===== src/rtl/huffman_bit_packer_assert.svh =====
// Assertion macros shared by the packer RTL.
`ifndef HUFFMAN_BIT_PACKER_ASSERT_SVH
`define HUFFMAN_BIT_PACKER_ASSERT_SVH

// Plain invariant, checked at every rising clock edge outside reset.
`define HBP_ASSERT(label, cond, msg) \
   label: assert property (@(posedge clock) disable iff (reset) (cond)) else $error(msg);

// Same-cycle implication, checked outside reset.
`define HBP_ASSERT_IMP(label, ante, cons, msg) \
   label: assert property (@(posedge clock) disable iff (reset) (ante) |-> (cons)) \
      else $error(msg);

`endif


===== src/rtl/hbp_ram.sv =====
// Simple dual-port RAM, one write port, one registered read port.
module hbp_ram #(
   parameter int WIDTH = 8,
   parameter int DEPTH = 16
) (
   input  logic                                    clock,
   input  logic                                    wr_en,
   input  logic [((DEPTH > 1) ? $clog2(DEPTH) : 1)-1:0] wr_addr,
   input  logic [WIDTH-1:0]                        wr_data,
   input  logic                                    rd_en,
   input  logic [((DEPTH > 1) ? $clog2(DEPTH) : 1)-1:0] rd_addr,
   output logic [WIDTH-1:0]                        rd_data
);

   logic [WIDTH-1:0] mem_ff [DEPTH];
   logic [WIDTH-1:0] rd_data_ff;

   always_ff @(posedge clock) begin
      if (wr_en) begin
         mem_ff[wr_addr] <= wr_data;
      end
      if (rd_en) begin
         rd_data_ff <= mem_ff[rd_addr];
      end
   end

   assign rd_data = rd_data_ff;

endmodule


===== config.mk =====
export PLATFORM = sky130hd
export DESIGN_NAME = hbp_ram
export DESIGN_NICKNAME = d
export VERILOG_FILES = /design/src/rtl/huffman_bit_packer_assert.svh /design/src/rtl/hbp_ram.sv
export SDC_FILE = /design/constraint.sdc
export NUM_CORES = 1
export LEC_CHECK = 0
export BUFFER_PORTS_ARGS = -buffer_cell sky130_fd_sc_hd__buf_2
export CORE_MARGIN = 3
export CORE_UTILIZATION = 54
export DETAILED_ROUTE_END_ITERATION = 10
export HOLD_SLACK_MARGIN = 0.12
export PLACE_DENSITY = 0.74
export SETUP_SLACK_MARGIN = 0.15
export SYNTH_ARGS = -nofsm -noshare
export SYNTH_HDL_FRONTEND = slang
export SYNTH_SLANG_ARGS = --single-unit

===== constraint.sdc =====
create_clock -name clock -period 1.9 [get_ports clock]
set_clock_uncertainty 0.1 [all_clocks]
set_input_delay 0.285 -clock clock [delete_from_list [all_inputs] [get_ports clock]]
set_output_delay 0.285 -clock clock [all_outputs]
set_load 0.05 [all_outputs]

==> report_table.html, run 1 <==
<table>
<tr><th>Metric</th><th>Value</th></tr>
<tr><th colspan="2">Timing</th></tr>
<tr><td>Worst slew margin relative to its limit</td><td>0.745</td></tr>
<tr><td>RSZ-0062 raised after global routing</td><td>false</td></tr>
<tr><td>Fin Setup TNS</td><td>0 ns</td></tr>
<tr><td>Highest achievable clock rate</td><td>between 600 and 700 MHz</td></tr>
<tr><td>Final setup violation count</td><td>0</td></tr>
<tr><td>Final worst-path cycle share</td><td>0.831</td></tr>
<tr><td>Final critical-path setup slack</td><td>0.320 ns</td></tr>
<tr><td>Final count of hold timing violations</td><td>0</td></tr>
<tr><td>Final critical-path required period</td><td>1.58 ns</td></tr>
<tr><td>Worst-margin pin slew</td><td>0.382 ns</td></tr>
<tr><td>Max-slew violation count</td><td>0</td></tr>
<tr><th colspan="2">Clock tree</th></tr>
<tr><td>H-tree lvl count</td><td>4</td></tr>
<tr><td>Buffers inserted during post-CTS setup optimization</td><td>0</td></tr>
<tr><td>Bufs on Longest Clock Path</td><td>2</td></tr>
<tr><td>Total clock buffers created by CTS</td><td>17</td></tr>
<tr><td>Clock tree from TritonCTS</td><td>built</td></tr>
<tr><td>Clock edge transition at the registers on the reported setup and hold paths</td><td>about 0.060 ns</td></tr>
<tr><td>Clock Latency Late Sink</td><td>slightly above 0.5 ns</td></tr>
<tr><td>Clock root cell</td><td>clkbuf_8</td></tr>
<tr><td># clock sinks</td><td>136</td></tr>
<tr><th colspan="2">Finish</th></tr>
<tr><td>Area grow syn2layout</td><td>20.8%</td></tr>
<tr><td>Ratio of cells with drive above 1 in the final layout</td><td>0.321</td></tr>
<tr><td>Final core area utilization</td><td>0.677</td></tr>
<tr><td>Count of nets after finishing</td><td>between 300 and 400</td></tr>
<tr><td>Number of antenna cells inserted</td><td>0</td></tr>
<tr><td>Filler cell count</td><td>577</td></tr>
<tr><td>Final Instance Area</td><td>between 6000 and 7000 sq um</td></tr>
<tr><td>Commonest cells after routing, fill and taps aside</td><td>edfxtp_1 (136), buf_2 (26), buf_4 (20)</td></tr>
<tr><td>Most common cell after layout, fill and taps aside</td><td>edfxtp_1</td></tr>
<tr><th colspan="2">Logic synthesis</th></tr>
<tr><td>Number of instances in the synthesized netlist</td><td>around 230</td></tr>
<tr><td>Average cell area after synthesis</td><td>22.8 sq um</td></tr>
<tr><td>Cell types occupying the most area after synthesis</td><td>edfxtp_1 (78%), mux4_2 (7.8%), mux4_1 (7.0%), a22oi_1 (2.3%), nor2_1 (0.93%)</td></tr>
<tr><td>Number of unique standard cell types used by synthesis</td><td>18</td></tr>
<tr><td>Total of flip-flops plus latches after synthesis</td><td>136</td></tr>
<tr><td>Largest area contributor in the synthesized netlist</td><td>edfxtp_1</td></tr>
<tr><td>Portion of the post-synthesis area used by sequential elements</td><td>0.781</td></tr>
<tr><td>Warnings from Yosys</td><td>0</td></tr>
<tr><td>Net count after synthesis</td><td>248</td></tr>
<tr><td>Area share of the largest cell type after synthesis</td><td>0.781</td></tr>
<tr><td>Post-synthesis instance area</td><td>5230 sq um</td></tr>
<tr><th colspan="2">Min path</th></tr>
<tr><td>Hold Path Stages</td><td>3</td></tr>
<tr><td>End point of the most critical hold path</td><td>mem_ff[0][6]$_DFFE_PP_</td></tr>
<tr><td>Worst min-delay path class</td><td>in -&gt; reg</td></tr>
<tr><td>Beginning of the worst hold path</td><td>wr_addr[1]</td></tr>
<tr><th colspan="2">Critical path</th></tr>
<tr><td>Largest incremental delay on the critical path</td><td>0.50 ns</td></tr>
<tr><td>CP arrival</td><td>approximately 1.7 ns</td></tr>
<tr><td>Class of the most critical setup path</td><td>reg -&gt; reg</td></tr>
<tr><td>Largest driver fanout on the critical path</td><td>1</td></tr>
<tr><td>End of the worst register-to-register path</td><td>rd_data[5]$_DFFE_PP_</td></tr>
<tr><td>Cell depth of the worst flop-to-flop path</td><td>3</td></tr>
<tr><td>Critical-path cell list</td><td>mux4_1 -&gt; a22oi_1 -&gt; nand2_1</td></tr>
<tr><td>Slowest cell on the critical path</td><td>mux4_1</td></tr>
<tr><td>CP Capture Type</td><td>register</td></tr>
<tr><td>Startpoint of the worst-slack reg-to-reg timing path</td><td>mem_ff[1][5]$_DFFE_PP_</td></tr>
<tr><td>Sort of element at the start of the critical path</td><td>register</td></tr>
<tr><td>Required time at the worst-slack endpoint</td><td>2.06 ns</td></tr>
<tr><td>Flop-to-flop setup slack</td><td>approximately 0.32 ns</td></tr>
<tr><th colspan="2">Global route</th></tr>
<tr><td>Global routing usage summed across all routing layers</td><td>0.198</td></tr>
<tr><td>Vias in the first global route</td><td>2569</td></tr>
<tr><td>Wire length of the first global-routing pass</td><td>around 15 mm</td></tr>
<tr><td>Number of antenna violations at the first check in global routing</td><td>0</td></tr>
<tr><td>Pin count of the biggest net entering global routing</td><td>22</td></tr>
<tr><td>Total global routing overflow</td><td>0</td></tr>
<tr><th colspan="2">Floorplan</th></tr>
<tr><td>Starting Density</td><td>0.560</td></tr>
<tr><td>Floorplan row count</td><td>35</td></tr>
<tr><td>Floorplan die area</td><td>10900 sq um</td></tr>
<tr><td>Horizontal die dimension</td><td>104 microns</td></tr>
<tr><td>Count of pins on the block boundary</td><td>27</td></tr>
<tr><td>Core area</td><td>9330 sq um</td></tr>
<tr><td>Die Y</td><td>~100 microns</td></tr>
<tr><th colspan="2">Drt</th></tr>
<tr><td>Average via count per standard cell</td><td>5.76</td></tr>
<tr><td>Final routed DRC violation total</td><td>0</td></tr>
<tr><td>Total detailed-routing wirelength</td><td>9.87 mm</td></tr>
<tr><td>Via Count</td><td>2516</td></tr>
<tr><td>Detailed-router iteration count before antenna repair</td><td>5</td></tr>
<tr><td>Number of nets with antenna violations after routing</td><td>0</td></tr>
<tr><td>Routed met2 length</td><td>slightly above 5 mm</td></tr>
<tr><td>Top layer used by detailed routing</td><td>met4</td></tr>
<tr><td>Detail Route met3 WL</td><td>~550 microns</td></tr>
<tr><td>WL met1</td><td>4.14 mm</td></tr>
<tr><td>Final routed wire length divided by cell count</td><td>22.6 microns</td></tr>
<tr><td>Iteration-0 DRC Markers</td><td>approximately 190</td></tr>
<tr><th colspan="2">Pwr</th></tr>
<tr><td>Power density over the cells</td><td>1100 nW/um^2</td></tr>
<tr><td>Power after layout</td><td>around 6.9 mW</td></tr>
<tr><td>VDD IR-drop max</td><td>0.683 mV</td></tr>
<tr><td>Static Leakage</td><td>2.16 nW</td></tr>
<tr><th colspan="2">Placed design</th></tr>
<tr><td>Place WS</td><td>-0.0466 ns</td></tr>
<tr><td>Port Buffer Count</td><td>26</td></tr>
<tr><td>Final weighted congestion in routability-driven placement</td><td>~0.74</td></tr>
<tr><td>Instance area after placement</td><td>5650 sq um</td></tr>
<tr><td>HPWL after detailed placement</td><td>6.09 mm</td></tr>
<tr><th colspan="2">Run</th></tr>
<tr><td>Max-Cap Viols</td><td>0</td></tr>
<tr><th colspan="2">Status</th></tr>
<tr><td>Status</td><td>complete, no violations</td></tr>
</table>
==> Yosys cell counts <==
library cell	count
mux4_2	18
nand2_1	9
buf_6	3
clkdlybuf4s25_2	3
nor2b_1	1
buf_2	3
nor2_1	13
edfxtp_1	136
nand3b_1	2
and2_1	1
and2b_1	1
nand3_1	1
a22oi_1	16
or3b_2	1
mux4_1	14
nand2b_1	2
buf_4	1
nor3_1	4
==> cells by family (layout without fill, tap and decap cells) <==
kind of cell    count (synthesis)  in the layout  share of synthesized area
compound gates                 16             16                     0.0230
buf+inv                        10             89                     0.0165
flops                         136            136                      0.781
mux                            32             32                      0.148
simple gates                   35             35                     0.0314
==> how the worst max path moves through the flow <==
| stage | startpoint | to | slack, ns | cells after the start |
|---|---|---|---|---|
| finish | mem_ff[1][5]$_DFFE_PP_ | rd_data[5]$_DFFE_PP_ | 0.32 | 3 |
| global route | mem_ff[1][5]$_DFFE_PP_ | rd_data[5]$_DFFE_PP_ | 0.27 | 3 |
| CTS | mem_ff[1][5]$_DFFE_PP_ | rd_data[5]$_DFFE_PP_ | 0.30 | 3 |
| detailed placement | rd_addr[0] | rd_data[2]$_DFFE_PP_ | -0.05 | 5 |
| global placement | rd_addr[0] | rd_data[2]$_DFFE_PP_ | -0.05 | 5 |
| floorplan | rd_addr[0] | rd_data[1]$_DFFE_PP_ | 0.23 | 5 |
==> power by group <==
group | switching [mW] | total, mW | internal [mW] | leakage (nW)
Clock | 1.16 | 3.14 | 1.98 | 0.280
Combinational | 0.223 | 0.376 | 0.153 | 0.646
Sequential | 0.0192 | 3.40 | 3.38 | 1.24
==> per-stage QoR <==
step                hold slack (ns)  instances
floorplan                     0.284        229
global placement              0.569        397
detailed placement            0.575        397
CTS                           0.210        437
global route                  0.229        437
finish                        0.231        437
==> registers in the layout (all words and copies together), names as in the netlist <==
name,count
mem_ff,128
rd_data,8
==> critical path: cells and delay by family (launching register included) <==
family           cells  cell delay (ns)
AND/OR/NAND/NOR      1             0.08
AO/OA/AOI/OAI        1             0.28
flip-flops           1             0.37
multiplexers         1             0.50
==> per-layer routing <==
metal	vias to the layer above	track usage
met5	-	0
met4	0	0.0779
met3	10	0.0478
met2	84	0.306
met1	1302	0.276
li1	1120	-
==> what timing repair did <==
| action | in CTS | in global routing |
|---|---|---|
| gates resized for setup | 0 | 0 |
| hold endpoints to repair | 136 | 0 |
| hold buffers | 9 | 0 |
==> cell type report <==
type                            count  area (sq um)  share of cell area
Sequential cell                   136          4080               0.647
Clock buffer                       18           418              0.0662
Tap cell                          129           161              0.0256
Timing Repair Buffer               58           430              0.0682
Clock inverter                     13           156              0.0248
Multi-Input combinational cell     83          1060               0.168
No activity file was read; power rests on OpenSTA's default activity.
==> inputs of run 2 (changes only) <==
CORE_UTILIZATION = 55   (was 54)
PLACE_DENSITY = 0.73   (was 0.74)
clock period = 1.5 ns   (was 1.9 ns; I/O delays follow)
==> run 2 against run 1 <==
The run now ends with setup timing left. Core utilization grew 4.1 points. Setup slack lost 0.33 ns. Combinational power grew 46%. Cell count grew 0.46%. Die area shrank 1.7%. Design area grew 2.1%. Wire length grew 2.3%.
==> report_table.html, run 2 (same netlist as run 1, synthesis figures left out) <==
<table>
<tr><th>Metric</th><th>Value</th></tr>
<tr><th colspan="2">Status</th></tr>
<tr><td>Status</td><td>complete, but fails checks</td></tr>
<tr><td>Violations in the final reports</td><td>setup timing</td></tr>
<tr><th colspan="2">Drt</th></tr>
<tr><td>Via Count</td><td>around 2.5k</td></tr>
<tr><td>Average via count per standard cell</td><td>5.74</td></tr>
<tr><td>Detailed-router iteration count before antenna repair</td><td>4</td></tr>
<tr><td>Iteration-0 DRC Markers</td><td>226</td></tr>
<tr><td>Number of nets with antenna violations after routing</td><td>0</td></tr>
<tr><td>Final routed wire length divided by cell count</td><td>approximately 23 microns</td></tr>
<tr><td>Total detailed-routing wirelength</td><td>10.1 mm</td></tr>
<tr><td>Final routed DRC violation total</td><td>0</td></tr>
<tr><th colspan="2">Finish</th></tr>
<tr><td>Area of the multi-input gates</td><td>around 1100 sq um</td></tr>
<tr><td>Final Instance Area</td><td>6450 sq um</td></tr>
<tr><td>Most common cell after layout, fill and taps aside</td><td>edfxtp_1</td></tr>
<tr><td>Number of antenna cells inserted</td><td>0</td></tr>
<tr><td>Count of nets after finishing</td><td>319</td></tr>
<tr><td>Ratio of cells with drive above 1 in the final layout</td><td>0.406</td></tr>
<tr><td>Max FFs per register</td><td>128</td></tr>
<tr><td>Area grow syn2layout</td><td>23.3%</td></tr>
<tr><td>Commonest cells after routing, fill and taps aside</td><td>edfxtp_1 (136), mux4_2 (32), buf_4 (21)</td></tr>
<tr><td>Biggest register</td><td>mem_ff</td></tr>
<tr><td>Filler cell count</td><td>a little over 500</td></tr>
<tr><td>Footprint of the flip-flops and latches</td><td>roughly 4100 sq um</td></tr>
<tr><th colspan="2">Min path</th></tr>
<tr><td>Hold Path Stages</td><td>3</td></tr>
<tr><td>Beginning of the worst hold path</td><td>wr_addr[1]</td></tr>
<tr><td>Worst min-delay path class</td><td>in -&gt; reg</td></tr>
<tr><td>End point of the most critical hold path</td><td>mem_ff[0][2]$_DFFE_PP_</td></tr>
<tr><th colspan="2">Pwr</th></tr>
<tr><td>Share of power burned in registers</td><td>0.488</td></tr>
<tr><td>Relative contribution of combinational cells to total power</td><td>0.062</td></tr>
<tr><td>VDD IR-drop max</td><td>0.845 mV</td></tr>
<tr><td>Switching portion of total power</td><td>0.205</td></tr>
<tr><td>Static Leakage</td><td>2.15 nW</td></tr>
<tr><td>Net switching power of the design</td><td>around 1.8 mW</td></tr>
<tr><td>Internal power of the cells</td><td>between 7 and 8 mW</td></tr>
<tr><td>Power density over the cells</td><td>1370 nW/um^2</td></tr>
<tr><td>Relative contribution of the clock network to total power</td><td>0.451</td></tr>
<tr><th colspan="2">Floorplan</th></tr>
<tr><td>Horizontal die dimension</td><td>between 100 and 150 microns</td></tr>
<tr><td>Core area</td><td>8980 sq um</td></tr>
<tr><td>Floorplan row count</td><td>34</td></tr>
<tr><td>Count of pins on the block boundary</td><td>27</td></tr>
<tr><td>Floorplan die area</td><td>10700 sq um</td></tr>
<tr><td>Starting Density</td><td>0.582</td></tr>
<tr><td>Die Y</td><td>103 microns</td></tr>
<tr><th colspan="2">Critical path</th></tr>
<tr><td>Flop-to-flop setup slack</td><td>-0.01 ns</td></tr>
<tr><td>Class of the most critical setup path</td><td>reg -&gt; reg</td></tr>
<tr><td>Critical-path cell list</td><td>mux4_2 -&gt; a22oi_2 -&gt; nand2_1</td></tr>
<tr><td>Slowest cell on the critical path</td><td>mux4_2</td></tr>
<tr><td>Kind of cell with the highest combined delay on the critical path</td><td>multiplexers</td></tr>
<tr><td>Bufs and invs on worst path</td><td>0</td></tr>
<tr><td>End of the worst register-to-register path</td><td>rd_data[5]$_DFFE_PP_</td></tr>
<tr><td>Largest incremental delay on the critical path</td><td>~0.50 ns</td></tr>
<tr><td>Largest driver fanout on the critical path</td><td>1</td></tr>
<tr><td>CP Capture Type</td><td>register</td></tr>
<tr><td>CP arrival</td><td>roughly 1.7 ns</td></tr>
<tr><td>Startpoint of the worst-slack reg-to-reg timing path</td><td>mem_ff[3][5]$_DFFE_PP_</td></tr>
<tr><td>Sort of element at the start of the critical path</td><td>register</td></tr>
<tr><td>Cell depth of the worst flop-to-flop path</td><td>3</td></tr>
<tr><td>Required time at the worst-slack endpoint</td><td>1.66 ns</td></tr>
<tr><th colspan="2">Global route</th></tr>
<tr><td>Wire length of the first global-routing pass</td><td>15.3 mm</td></tr>
<tr><td>Vias in the first global route</td><td>about 2.7k</td></tr>
<tr><td>Total global routing overflow</td><td>0</td></tr>
<tr><td>Pin count of the biggest net entering global routing</td><td>17</td></tr>
<tr><td>Number of antenna violations at the first check in global routing</td><td>0</td></tr>
<tr><td>Global routing usage summed across all routing layers</td><td>0.212</td></tr>
<tr><th colspan="2">Timing</th></tr>
<tr><td>RSZ-0062 raised after global routing</td><td>true</td></tr>
<tr><td>Final setup violation count</td><td>2</td></tr>
<tr><td>Final critical-path required period</td><td>roughly 1.5 ns</td></tr>
<tr><td>Worst hold margin</td><td>0.165 ns</td></tr>
<tr><td>Final worst-path cycle share</td><td>1.01</td></tr>
<tr><td>Final critical-path setup slack</td><td>-0.00985 ns</td></tr>
<tr><td>Worst slew margin relative to its limit</td><td>0.351</td></tr>
<tr><td>Highest achievable clock rate</td><td>between 600 and 700 MHz</td></tr>
<tr><td>Worst-margin pin slew</td><td>0.971 ns</td></tr>
<tr><td>Max-slew violation count</td><td>0</td></tr>
<tr><td>Final count of hold timing violations</td><td>0</td></tr>
<tr><th colspan="2">Placed design</th></tr>
<tr><td>Final weighted congestion in routability-driven placement</td><td>0.715</td></tr>
<tr><td>Instance area after placement</td><td>about 5700 sq um</td></tr>
<tr><td>Port Buffer Count</td><td>26</td></tr>
<tr><td>HPWL after detailed placement</td><td>6.20 mm</td></tr>
<tr><th colspan="2">Clock tree</th></tr>
<tr><td>Bufs on Longest Clock Path</td><td>2</td></tr>
<tr><td># clock sinks</td><td>136</td></tr>
<tr><td>H-tree lvl count</td><td>4</td></tr>
<tr><td>Clock root cell</td><td>clkbuf_8</td></tr>
<tr><td>Clock Latency Late Sink</td><td>0.51 ns</td></tr>
<tr><td>Total clock buffers created by CTS</td><td>17</td></tr>
<tr><td>Clock edge transition at the registers on the reported setup and hold paths</td><td>around 0.060 ns</td></tr>
<tr><td>Buffers inserted during post-CTS setup optimization</td><td>0</td></tr>
<tr><td>Clock tree from TritonCTS</td><td>built</td></tr>
<tr><th colspan="2">Run</th></tr>
<tr><td>Max-Cap Viols</td><td>0</td></tr>
</table>
[run 2: through the flow]
| stage | setup TNS (ns) | power, mW | util | std cells | setup slack (ns) |
|---|---|---|---|---|---|
| finish | -0.0145 | 8.85 | 0.718 | 439 | -0.00985 |
| global route | -0.302 | 9.11 | 0.718 | 439 | -0.0591 |
| CTS | -0.0277 | 8.91 | 0.719 | 439 | -0.0184 |
| detailed placement | -3.42 | 4.88 | 0.636 | 398 | -0.343 |
| global placement | -2.73 | 4.87 | 0.636 | 398 | -0.294 |
| floorplan | -0.192 | 4.69 | - | 229 | -0.0254 |
[run 2: timing repair]
action                     in CTS  in global routing
hold buffers                    9                  0
setup endpoints to repair      16                 16
pin swaps                       4                  0
hold endpoints to repair      136                  0
gates resized for setup        21                  1
[run 2: metal layers]
metal  global-route usage  vias up  part of all wire
li1                     -     1108                 -
met1                0.280     1314              0.40
met2                0.340       87              0.53
met3               0.0537       10             0.055
met4               0.0876        0             0.016
met5                    0        -                 0
[run 2: how the worst max path moves through the flow]
stage	start	endpoint	slack, ns	depth (start not counted)
2_1_floorplan	rd_addr[0]	rd_data[1]$_DFFE_PP_	-0.03	5
3_3_place_gp	rd_addr[0]	rd_data[5]$_DFFE_PP_	-0.29	6
3_5_place_dp	rd_addr[0]	rd_data[5]$_DFFE_PP_	-0.34	6
4_1_cts	mem_ff[6][4]$_DFFE_PP_	rd_data[4]$_DFFE_PP_	-0.02	3
5_1_grt	mem_ff[3][5]$_DFFE_PP_	rd_data[5]$_DFFE_PP_	-0.06	3
6_report	mem_ff[3][5]$_DFFE_PP_	rd_data[5]$_DFFE_PP_	-0.01	3
[run 2: power groups by stage]
stage / clock network (mW) / registers [mW] / logic [mW]
after floorplan: 0 / 4.44 / 0.243
after global placement: 0 / 4.38 / 0.486
after detailed placement: 0 / 4.39 / 0.499
after CTS: 4.04 / 4.31 / 0.555
after global routing: 4.20 / 4.32 / 0.586
final: 3.99 / 4.31 / 0.548
[run 2: cell type report]
cell class | instances | share of cell area
Clock buffer | 18 | 0.0648
Clock inverter | 14 | 0.0245
Multi-Input combinational cell | 83 | 0.168
Sequential cell | 136 | 0.634
Tap cell | 126 | 0.0245
Timing Repair Buffer | 62 | 0.0850
[run 2: worst min-delay path, stage by stage]
cell,delay [ns]
buf_2,0.18
nor3_4,0.06
buf_12,0.14
